<file path="config.mk">
export PLATFORM = sky130hd
export DESIGN_NAME = solar_duty_ramp_controller
export DESIGN_NICKNAME = d
export VERILOG_FILES = /design/src/rtl/core/sdr_pkg.sv /design/src/rtl/core/sdr_cfg.sv /design/src/rtl/core/sdr_core.sv /design/src/rtl/core/solar_duty_ramp_controller.sv
export SDC_FILE = /design/constraint.sdc
export NUM_CORES = 1
export LEC_CHECK = 0
export ABC_AREA = 1
export BUFFER_PORTS_ARGS = -buffer_cell sky130_fd_sc_hd__clkbuf_2
export CORE_ASPECT_RATIO = 0.9
export CORE_MARGIN = 2
export CORE_UTILIZATION = 40
export CTS_BUF_LIST = sky130_fd_sc_hd__clkbuf_2
export DETAILED_ROUTE_END_ITERATION = 10
export PLACE_DENSITY_LB_ADDON = 0.2
export SYNTH_ARGS = -nofsm -noshare
export SYNTH_HDL_FRONTEND = slang
export SYNTH_SLANG_ARGS = --single-unit
</file>
<file path="constraint.sdc">
create_clock -name clock -period 8.6 [get_ports clock]
set_input_delay 2.58 -clock clock [delete_from_list [all_inputs] [get_ports clock]]
set_output_delay 2.58 -clock clock [all_outputs]
set_load 0.03 [all_outputs]
</file>
<file path="src/rtl/core/sdr_pkg.sv">
// ----------------------------------------------------------------------------
// sdr_pkg
// Types, register indexes and constants shared by the solar duty ramp
// controller modules.
// ----------------------------------------------------------------------------
`default_nettype none

package sdr_pkg;

   localparam int unsigned UPDATE_SHIFT = 4;
   localparam int unsigned PHASE_W      = UPDATE_SHIFT;

   localparam int unsigned CSR_INDEX_W  = 3;
   localparam int unsigned CSR_DATA_W   = 32;

   typedef enum logic [CSR_INDEX_W-1:0] {
      CSR_START_LEVEL    = 3'd0,
      CSR_STOP_LEVEL     = 3'd1,
      CSR_FAN_TEMP       = 3'd2,
      CSR_TRIP_TEMP      = 3'd3,
      CSR_ENERGY_CEILING = 3'd4,
      CSR_MAX_ON         = 3'd5,
      CSR_HALF_PERIOD    = 3'd6
   } csr_index_type;

   localparam logic [7:0]  START_LEVEL_RST    = 8'd161;
   localparam logic [7:0]  STOP_LEVEL_RST     = 8'd69;
   localparam logic [7:0]  FAN_TEMP_RST       = 8'd170;
   localparam logic [7:0]  TRIP_TEMP_RST      = 8'd175;
   localparam logic [31:0] ENERGY_CEILING_RST = 32'd100000000;
   localparam logic [7:0]  MAX_ON_RST         = 8'd67;
   localparam logic [7:0]  HALF_PERIOD_RST    = 8'd100;

   // active-low LED bar codes
   localparam logic [3:0] LED_FULL  = 4'h0;
   localparam logic [3:0] LED_HIGH  = 4'h1;
   localparam logic [3:0] LED_MID   = 4'h3;
   localparam logic [3:0] LED_LOW   = 4'h7;
   localparam logic [3:0] LED_EMPTY = 4'hf;

   // x / 10 for 8-bit x as (x * 205) >> 11
   localparam logic [7:0] DIV10_MUL   = 8'd205;
   localparam int unsigned DIV10_SHIFT = 11;

   typedef struct packed {
      logic [7:0]  start_level;
      logic [7:0]  stop_level;
      logic [7:0]  fan_temp;
      logic [7:0]  trip_temp;
      logic [31:0] energy_ceiling;
      logic [7:0]  max_on;
      logic [7:0]  half_period;
   } cfg_type;

   typedef struct packed {
      logic [7:0] on_time;
      logic [7:0] off_time;
      logic       fan_run;
      logic [3:0] led_bar;
   } result_type;

endpackage

`default_nettype wire

</file>
<file path="src/rtl/core/sdr_cfg.sv">
// ----------------------------------------------------------------------------
// sdr_cfg
// Configuration register file, written through the csr port.
// ----------------------------------------------------------------------------
`default_nettype none

module sdr_cfg
   import sdr_pkg::*;
(
   input  wire logic                   clock,
   input  wire logic                   reset,
   input  wire logic                   csr_wr_en,
   input  wire logic [CSR_INDEX_W-1:0] csr_index,
   input  wire logic [CSR_DATA_W-1:0]  csr_wdata,
   output cfg_type                     cfg
);

   cfg_type cfg_ff;
   cfg_type cfg_in;

   always_comb begin
      cfg_in = cfg_ff;
      if (csr_wr_en) begin
         unique case (csr_index_type'(csr_index))
            CSR_START_LEVEL:    cfg_in.start_level    = csr_wdata[7:0];
            CSR_STOP_LEVEL:     cfg_in.stop_level     = csr_wdata[7:0];
            CSR_FAN_TEMP:       cfg_in.fan_temp       = csr_wdata[7:0];
            CSR_TRIP_TEMP:      cfg_in.trip_temp      = csr_wdata[7:0];
            CSR_ENERGY_CEILING: cfg_in.energy_ceiling = csr_wdata[31:0];
            CSR_MAX_ON:         cfg_in.max_on         = csr_wdata[7:0];
            CSR_HALF_PERIOD:    cfg_in.half_period    = csr_wdata[7:0];
            default:            cfg_in = cfg_ff;
         endcase
      end
   end

   always_ff @(posedge clock) begin
      if (reset) begin
         cfg_ff.start_level    <= START_LEVEL_RST;
         cfg_ff.stop_level     <= STOP_LEVEL_RST;
         cfg_ff.fan_temp       <= FAN_TEMP_RST;
         cfg_ff.trip_temp      <= TRIP_TEMP_RST;
         cfg_ff.energy_ceiling <= ENERGY_CEILING_RST;
         cfg_ff.max_on         <= MAX_ON_RST;
         cfg_ff.half_period    <= HALF_PERIOD_RST;
      end else begin
         cfg_ff <= cfg_in;
      end
   end

   assign cfg = cfg_ff;

endmodule

`default_nettype wire

</file>
<file path="src/rtl/core/sdr_core.sv">
// ----------------------------------------------------------------------------
// sdr_core
// Per-cycle duty update: phase counter, ramp, trip, clamp, fan, LED bar and
// energy accumulation.
// ----------------------------------------------------------------------------
`default_nettype none

module sdr_core
   import sdr_pkg::*;
(
   input  wire logic       clock,
   input  wire logic       reset,
   input  wire logic       step,
   input  wire logic [7:0] solar_sample,
   input  wire logic [7:0] temp_sample,
   input  cfg_type         cfg,
   output result_type      result
);

   logic [PHASE_W-1:0] cycle_phase_ff, cycle_phase_in;
   logic [7:0]         duty_ff, duty_in;
   logic [31:0]        energy_total_ff, energy_total_in;
   logic [7:0]         prior_temp_ff, prior_temp_in;

   logic [7:0]  cap;
   logic [7:0]  ramped;
   logic [7:0]  tripped;
   logic        trip;
   logic [15:0] cap_mul10;
   logic [7:0]  cap_tenth;
   logic [9:0]  cap_x3;
   logic [7:0]  cap_3q;
   logic [32:0] energy_sum;
   logic        fan;
   logic [3:0]  led;

   assign cap            = (cfg.max_on < cfg.half_period) ? cfg.max_on : cfg.half_period;
   assign cycle_phase_in = cycle_phase_ff + 1'b1;

   always_comb begin
      ramped = duty_ff;
      if (cycle_phase_in == '0) begin
         if (solar_sample < cfg.start_level) begin
            if (duty_ff != 8'd0) begin
               ramped = duty_ff - 8'd1;
            end
         end else if (duty_ff < cap) begin
            ramped = duty_ff + 8'd1;
         end
      end
   end

   assign trip = (solar_sample < cfg.stop_level) || (prior_temp_ff > cfg.trip_temp) ||
                 (energy_total_ff > cfg.energy_ceiling);
   assign tripped = trip ? 8'd0 : ramped;

   assign cap_mul10 = cap * DIV10_MUL;
   assign cap_tenth = 8'(cap_mul10 >> DIV10_SHIFT);
   assign fan       = (solar_sample > cfg.stop_level) && (tripped > cap_tenth) &&
                      (prior_temp_ff > cfg.fan_temp);

   assign duty_in = (tripped > cap) ? cap : tripped;

   assign cap_x3 = {2'b00, cap} + {1'b0, cap, 1'b0};
   assign cap_3q = cap_x3[9:2];

   always_comb begin
      priority if (duty_in == cap) begin
         led = LED_FULL;
      end else if (duty_in > cap_3q) begin
         led = LED_HIGH;
      end else if (duty_in > {1'b0, cap[7:1]}) begin
         led = LED_MID;
      end else if (duty_in > {2'b00, cap[7:2]}) begin
         led = LED_LOW;
      end else begin
         led = LED_EMPTY;
      end
   end

   assign energy_sum      = {1'b0, energy_total_ff} + {25'd0, duty_in};
   assign energy_total_in = energy_sum[32] ? '1 : energy_sum[31:0];
   assign prior_temp_in   = temp_sample;

   always_ff @(posedge clock) begin
      if (reset) begin
         cycle_phase_ff  <= '0;
         duty_ff         <= '0;
         energy_total_ff <= '0;
         prior_temp_ff   <= '0;
      end else if (step) begin
         cycle_phase_ff  <= cycle_phase_in;
         duty_ff         <= duty_in;
         energy_total_ff <= energy_total_in;
         prior_temp_ff   <= prior_temp_in;
      end
   end

   assign result.on_time  = duty_in;
   assign result.off_time = cfg.half_period - duty_in;
   assign result.fan_run  = fan;
   assign result.led_bar  = led;

   a_on_within_cap: assert property (@(posedge clock) disable iff (reset)
      duty_in <= cap)
      else $error("on time above cap");

   a_trip_forces_off: assert property (@(posedge clock) disable iff (reset)
      trip |-> (duty_in == 8'd0) && !fan)
      else $error("trip did not force output off");

   a_energy_monotonic: assert property (@(posedge clock) disable iff (reset)
      !$past(reset) |-> energy_total_ff >= $past(energy_total_ff))
      else $error("energy total decreased");

   a_phase_advance: assert property (@(posedge clock) disable iff (reset)
      step |=> cycle_phase_ff == PHASE_W'($past(cycle_phase_ff) + 1'b1))
      else $error("cycle phase did not advance");

endmodule

`default_nettype wire

</file>
<file path="src/rtl/core/solar_duty_ramp_controller.sv">
// ----------------------------------------------------------------------------
// solar_duty_ramp_controller
// Per-line-cycle duty controller for a solar-fed bridge: ramps on time,
// trips on low voltage, heat or energy, drives fan and LED bar.
// ----------------------------------------------------------------------------
// Pipeline: the input register captures a request transaction at its accepting
//   edge and the result register loads from it when the core steps, which a
//   response stall can hold off; the response is valid once it has loaded.
// Throughput: one transaction per cycle; the input register refills while
//   the result register drains. A response stall holds both stages.
// Reset: synchronous; clears both stages, cycle phase, duty, energy total
//   and stored temperature, and loads the default configuration.
`default_nettype none

module solar_duty_ramp_controller
   import sdr_pkg::*;
(
   input  wire logic                   clock,
   input  wire logic                   reset,
   input  wire logic                   req_valid,
   output logic                        req_stall,
   input  wire logic [7:0]             req_solar_sample,
   input  wire logic [7:0]             req_temp_sample,
   output logic                        rsp_valid,
   input  wire logic                   rsp_stall,
   output logic [7:0]                  rsp_on_time,
   output logic [7:0]                  rsp_off_time,
   output logic                        rsp_fan_run,
   output logic [3:0]                  rsp_led_bar,
   input  wire logic                   csr_wr_en,
   input  wire logic [CSR_INDEX_W-1:0] csr_index,
   input  wire logic [CSR_DATA_W-1:0]  csr_wdata
);

   cfg_type    cfg;
   result_type result;
   result_type result_ff;

   logic       in_valid_ff;
   logic [7:0] solar_ff;
   logic [7:0] temp_ff;
   logic       out_valid_ff;
   logic       out_free;
   logic       step;
   logic       req_take;

   assign out_free  = !out_valid_ff || !rsp_stall;
   assign step      = in_valid_ff && out_free;
   assign req_stall = in_valid_ff && !out_free;
   assign req_take  = req_valid && !req_stall;

   sdr_cfg u_cfg (
      .clock     (clock),
      .reset     (reset),
      .csr_wr_en (csr_wr_en),
      .csr_index (csr_index),
      .csr_wdata (csr_wdata),
      .cfg       (cfg)
   );

   sdr_core u_core (
      .clock        (clock),
      .reset        (reset),
      .step         (step),
      .solar_sample (solar_ff),
      .temp_sample  (temp_ff),
      .cfg          (cfg),
      .result       (result)
   );

   always_ff @(posedge clock) begin
      if (reset) begin
         in_valid_ff  <= 1'b0;
         out_valid_ff <= 1'b0;
      end else begin
         if (req_take) begin
            in_valid_ff <= 1'b1;
         end else if (step) begin
            in_valid_ff <= 1'b0;
         end
         if (step) begin
            out_valid_ff <= 1'b1;
         end else if (!rsp_stall) begin
            out_valid_ff <= 1'b0;
         end
      end
   end

   always_ff @(posedge clock) begin
      if (reset) begin
         solar_ff <= '0;
         temp_ff  <= '0;
      end else if (req_take) begin
         solar_ff <= req_solar_sample;
         temp_ff  <= req_temp_sample;
      end
      if (step) begin
         result_ff <= result;
      end
   end

   assign rsp_valid    = out_valid_ff;
   assign rsp_on_time  = result_ff.on_time;
   assign rsp_off_time = result_ff.off_time;
   assign rsp_fan_run  = result_ff.fan_run;
   assign rsp_led_bar  = result_ff.led_bar;

   a_no_overwrite: assert property (@(posedge clock) disable iff (reset)
      out_valid_ff && rsp_stall |=> out_valid_ff && $stable(result_ff))
      else $error("held response overwritten");

   a_take_when_full: assert property (@(posedge clock) disable iff (reset)
      req_take && in_valid_ff |-> step)
      else $error("input register overwritten before step");

   a_step_fills_output: assert property (@(posedge clock) disable iff (reset)
      step |=> out_valid_ff)
      else $error("step did not load response register");

endmodule

`default_nettype wire
</file>
==> results.json, run 1 <==
{
  "outcome": "finished, final reports clean",
  "avgSynthCellArea_um2": 7.51,
  "ir_worst_vdd_mv": 0.103,
  "pwr-share-clk_pct": 20.0,
  "synthCells": 1566,
  "power_switching_mw": 0.732,
  "drt-initial-drc-count": 776,
  "synth-simple-area-share_pct": 19.2,
  "num-nets-final": 1879,
  "synthMuxAreaShare_pct": 0,
  "grt-ovfl-total": 0,
  "grt_max_degree": 86,
  "root_buffer": "clkbuf_2",
  "synth_top_area_share_pct": 25.5,
  "setup_slack_ps": 796,
  "fin_crit_sh_pct": 90.7,
  "period_needed_ps": 7800,
  "critPathMaxFanout": 14,
  "clkSlewWorstSetupHoldPaths_ps": 260,
  "yosysTopAreaCell": "dfxtp_1",
  "synth.area.top_cells": "dfxtp_1, ha_1, inv_1",
  "crit_top_cell": "nand2_1",
  "hold_viol": 0,
  "start_kind": "flop",
  "cap_violations": 0,
  "hp-class": "flop to flop",
  "num_rows": 59,
  "fin_area_um2": 12800,
  "place_ws_ps": 844,
  "cp-startpoint": "u_cfg.cfg[7]",
  "r2r_slack_ps": 800,
  "ys_seq_area_share_pct": 30.9,
  "firstDrtPassIters": 5,
  "p_seq_share_pct": 45.4,
  "yosys_warnings": 0,
  "die_x_um": 185,
  "dr_total_vias": 10300,
  "whs_ps": 479,
  "setup_viol": 0,
  "worstHoldStart": "u_cfg.cfg[68]",
  "drive_gt1_share_pct": 9.70,
  "synth.net_count": 1807,
  "grt_pass1_vias": 9690,
  "htreeDepth": 4,
  "grt_pass1_wl_um": 50500,
  "drt.antenna.violating_nets": 0,
  "required_ps": 9340,
  "numPortBuffers": 78,
  "critical_path_class": "flop to flop",
  "end_kind": "flop",
  "routedWlPerCell_um": 15.0,
  "ios": 79,
  "crit_arrival_ps": 8540,
  "rr_worst_depth": 46,
  "fillerInstances": 3038,
  "netlist_area_um2": 11800,
  "clock_sinks": 171,
  "skew_ps": 56.1,
  "dpl.hpwl_um": 23600,
  "design.core.area_um2": 28900,
  "power.total_mw": 1.93,
  "yosysUniqueCellTypes": 49,
  "power.leakage_nw": 6.26,
  "final_cell_mix": "inv_1, nand2_1, ha_1",
  "via_per_inst": 5.05,
  "place.gp.congestion": 0.888,
  "p_int_mw": 1.20,
  "rsz0062_at_grt": "false",
  "r2r_start": "u_cfg.cfg[7]",
  "drc_errors": 0,
  "sw_frac_of_total_pct": 38.0,
  "crit_slowest_cell": "fa_1",
  "synth-compound-area-share_pct": 16.9,
  "cts_tree": "built",
  "areaGrowthSynthToFinish_pct": 8.80,
  "synth_top_family_by_area": "adder cells",
  "mostFrequentLayoutCell": "inv_1",
  "power_frac_comb_pct": 34.6,
  "drv_slew": 0,
  "design.die.area_um2": 30800,
  "placed_cell_area_um2": 12600,
  "cts_buffers": 17,
  "slew_headroom_pct": 25.0,
  "die_y_um": 167,
  "cts.path.max_buffers": 2,
  "pwr_density_cell_nw_per_um2": 151,
  "cp-endpoint": "u_core.energy_total_ff[26]",
  "start_util_pct": 40.7,
  "insertion_delay_ps": 780,
  "synth_xor_area_share_pct": 2.61,
  "drt_wl_total_um": 30600,
  "grt_usage_pct": 20.6,
  "r2r_end": "u_core.energy_total_ff[26]",
  "ys_ff_latch": 171,
  "hold_buffers": 0,
  "synth_fa_ha_area_share_pct": 20.9,
  "critical-path-max-stage-delay_ps": 460,
  "tns_ps": 0,
  "antenna_found_initial": 1,
  "tightestPinTransition_ps": 1120,
  "max_freq_mhz": 128
}
[synth_stat cells, drive strengths merged]
master	number
a21o	1
o21ai	148
a221o	1
o211ai	40
a21boi	1
ha	166
and3	1
edfxtp	21
o21bai	2
o21a	4
or2	4
or3	1
a21oi	137
fa	19
o311ai	2
nand3b	2
nor2	146
a221oi	2
clkbuf	33
o2111ai	1
buf	5
nand2	259
nor4	7
a211oi	8
xnor2	5
o32ai	1
nor3	25
nand4	19
a31o	1
clkinv	2
dfxtp	150
and2	1
inv	256
nand3	58
xor2	30
a31oi	7
[how the worst min path moves through the flow]
| stage | slack, ps | endpoint | cells past startpoint |
|---|---|---|---|
| floorplan | 420 | u_cfg.cfg[72] | 2 |
| global placement | 440 | u_cfg.cfg[72] | 2 |
| detailed placement | 450 | u_cfg.cfg[72] | 2 |
| CTS | 480 | u_cfg.cfg[69] | 2 |
| global route | 500 | u_cfg.cfg[62] | 2 |
| finish | 480 | u_cfg.cfg[68] | 2 |
[stage by stage]
stage,util [%],std cells
final,44.2,2047
after global placement,43.5,2015
after detailed placement,43.5,2015
after floorplan,-,1566
after global routing,44.2,2047
after CTS,44.2,2046
[final cells by class]
cell class                 instances  area [um^2]  area share [%]
antenna                            1         2.50          0.0196
clock buffer                      18         90.1           0.704
clock inverter                    13          101           0.792
inverter                         258          972            7.60
multi-input combinational       1099         7020            54.8
sequential                       171         3630            28.4
tap                              396          495            3.87
timing repair buffer              91          488            3.81
[cell families after synthesis]
group / count (synthesis)
AO/OA/AOI/OAI: 356
XOR/XNOR: 35
adder cells (fa/ha/maj): 185
buffers and inverters: 296
flip-flops: 171
AND/OR/NAND/NOR: 523
[per-layer routing]
metal  share of wire [%]  up-vias  GRT usage [%]
met5                   0        -              0
li1                    -     5351              -
met3                 7.1       26           4.77
met1                  51     4673           30.4
met4                 1.2        0           5.04
met2                  41      284           30.2
[registers in the layout (all words and copies together) (netlist names)]
register                cells
rsp_led_bar                 4
solar_ff                    8
temp_ff                     8
rsp_fan_run                 1
rsp_off_time                8
in_valid_ff                 1
u_core.duty_ff              8
u_core.prior_temp_ff        8
rsp_on_time                 8
u_core.cycle_phase_ff       4
u_core.energy_total_ff     32
rsp_valid                   1
u_cfg.cfg                  80
[power by group through the flow]
stage          sequential, mW  clock (mW)  combinational, mW
4_1_cts                 0.876       0.405              0.670
2_1_floorplan           0.899           0              0.473
3_5_place_dp            0.891           0              0.665
6_report                0.876       0.386              0.667
3_3_place_gp            0.891           0              0.656
5_1_grt                 0.881       0.432              0.780
[worst max-delay path, delay by kind of cell (launching register included)]
family,cells,cell delay [ps]
AOI/OAI and AO/OA,11,1980
xor gates and xnor gates,1,140
adders and majority gates,4,1400
buffers and inverters,9,1270
DFF,1,410
and+or+nand+nor,21,2570
[repair_timing]
| action | CTS | global route |
|---|---|---|
| gates resized for setup | 0 | 1 |
| endpoints found under the setup margin | 0 | 10 |
| setup buffers | 0 | 0 |
Note: power is estimated with default switching activity, not from simulation.
==> run 2, diff against run 1 <==
Clock period 8.6 ns to 10.07 ns, I/O delays scaled along.
==> results.json, run 2 (synthesized netlist as in run 1, its figures left out) <==
{
  "drv_slew": 0,
  "fillerInstances": 3016,
  "fin_area_um2": 12800,
  "numPortBuffers": 78,
  "critical-path-max-stage-delay_ps": 680,
  "p_int_mw": 1.05,
  "design.core.area_um2": 28900,
  "largest_reg_flops": 80,
  "cap_violations": 0,
  "insertion_delay_ps": 780,
  "pwr-share-clk_pct": 22.7,
  "placed_cell_area_um2": 12600,
  "ir_worst_vdd_mv": 0.0904,
  "rsz0062_at_grt": "false",
  "dp.cells": 2012,
  "pwr_density_cell_nw_per_um2": 133,
  "tightestPinTransition_ps": 1120,
  "design.die.area_um2": 30800,
  "drt-initial-drc-count": 691,
  "period_needed_ps": 8720,
  "hold_viol": 0,
  "clock_sinks": 171,
  "max_freq_mhz": 115,
  "grt_pass1_wl_um": 50000,
  "power_frac_comb_pct": 33.5,
  "whs_ps": 478,
  "via_per_inst": 5.06,
  "dr_total_vias": 10400,
  "hp-class": "flop to flop",
  "end_kind": "flop",
  "start_kind": "flop",
  "p_seq_share_pct": 43.8,
  "setup_slack_ps": 1350,
  "antenna_found_initial": 1,
  "drt_wl_total_um": 30600,
  "die_y_um": 167,
  "fin_crit_sh_pct": 86.6,
  "required_ps": 10790,
  "drc_errors": 0,
  "final_util_pct": 44.3,
  "num_rows": 59,
  "regArea_um2": 3630,
  "sw_frac_of_total_pct": 38.2,
  "post_cts_buffers": 0,
  "die_x_um": 185,
  "setup_viol": 0,
  "outcome": "finished, final reports clean",
  "place.gp.congestion": 0.913,
  "crit_slowest_cell": "o21ai_0",
  "slew_headroom_pct": 25.0,
  "drive_gt1_share_pct": 9.83,
  "power.leakage_nw": 6.27,
  "dpl.hpwl_um": 23200,
  "mostFrequentLayoutCell": "inv_1",
  "cts_buffers": 17,
  "routedWlPerCell_um": 14.9,
  "cts.repair.resized": 0,
  "grt-ovfl-total": 0,
  "place_ws_ps": 1490,
  "start_util_pct": 40.7,
  "final_cells": 2046,
  "multi_input_area_um2": 7020,
  "critPathMaxFanout": 17,
  "critical_path_class": "flop to flop",
  "cts_tree": "built",
  "crit_arrival_ps": 9450,
  "num-nets-final": 1876,
  "root_buffer": "clkbuf_2",
  "tns_ps": 0,
  "power.total_mw": 1.71,
  "power_switching_mw": 0.653,
  "htreeDepth": 4,
  "firstDrtPassIters": 6,
  "skew_ps": 43.5,
  "hold_buffers": 0,
  "ios": 79,
  "final_cell_mix": "inv_1, nand2_1, ha_1",
  "areaGrowthSynthToFinish_pct": 9.08,
  "clkSlewWorstSetupHoldPaths_ps": 280,
  "grt_pass1_vias": 9358,
  "grt_max_degree": 122,
  "cts.path.max_buffers": 2,
  "drt.antenna.violating_nets": 0,
  "grt_usage_pct": 20.4
}
==> run 2: cell count changes in the layout (fill, tap and decap cells not counted) <==
cell and delta:
clkinv_1 -4, buf_4 -3, inv_8 +2, bufinv_16 +1
clkbuf_2 -1, clkinv_2 +1, clkinvlp_4 +1, diode_2 +1
inv_6 +1
==> run 2: power by group through the flow <==
stage          Combinational, mW  Clock (mW)  Sequential (mW)
2_1_floorplan              0.404           0            0.768
3_3_place_gp               0.559           0            0.761
3_5_place_dp               0.568           0            0.762
4_1_cts                    0.572       0.402            0.749
5_1_grt                    0.670       0.427            0.753
6_report                   0.571       0.388            0.749
==> run 2: final timing paths <==
check	startpoint	endpoint	slack (ps)	cells after the start
min reg2reg	u_cfg.cfg[68]	u_cfg.cfg[68]	480	2
max reg2reg	u_cfg.cfg[5]	u_core.energy_total_ff[18]	1350	43
max	u_cfg.cfg[5]	u_core.energy_total_ff[18]	1350	43
min	u_cfg.cfg[68]	u_cfg.cfg[68]	480	2
==> run 2: area by class of cell <==
cell class	count	share of cell area, %
inverter	258	7.55
clock inverter	15	1.28
tap	396	3.86
multi-input combinational	1099	54.7
sequential	171	28.3
timing repair buffer	88	3.63
clock buffer	17	0.663
antenna	2	0.0390
==> run 2: routing by layer <==
| layer | up-vias | part of all wire, % | global-route usage, % |
|---|---|---|---|
| li1 | 5339 | - | - |
| met3 | 16 | 5.7 | 2.89 |
| met1 | 4711 | 51 | 31.3 |
| met5 | - | 0 | 0 |
| met2 | 285 | 42 | 30.2 |
| met4 | 0 | 0.89 | 4.07 |
==> run 2: worst max-delay path: cells and delay by family (launching register included) <==
kind | cells | cell delay (ps)
adder cells (fa/ha/maj) | 4 | 1470
AO/OA/AOI/OAI | 11 | 2490
XOR/XNOR | 1 | 140
AND/OR/NAND/NOR | 19 | 2430
buffers and inverters | 8 | 1700
flip-flops | 1 | 430
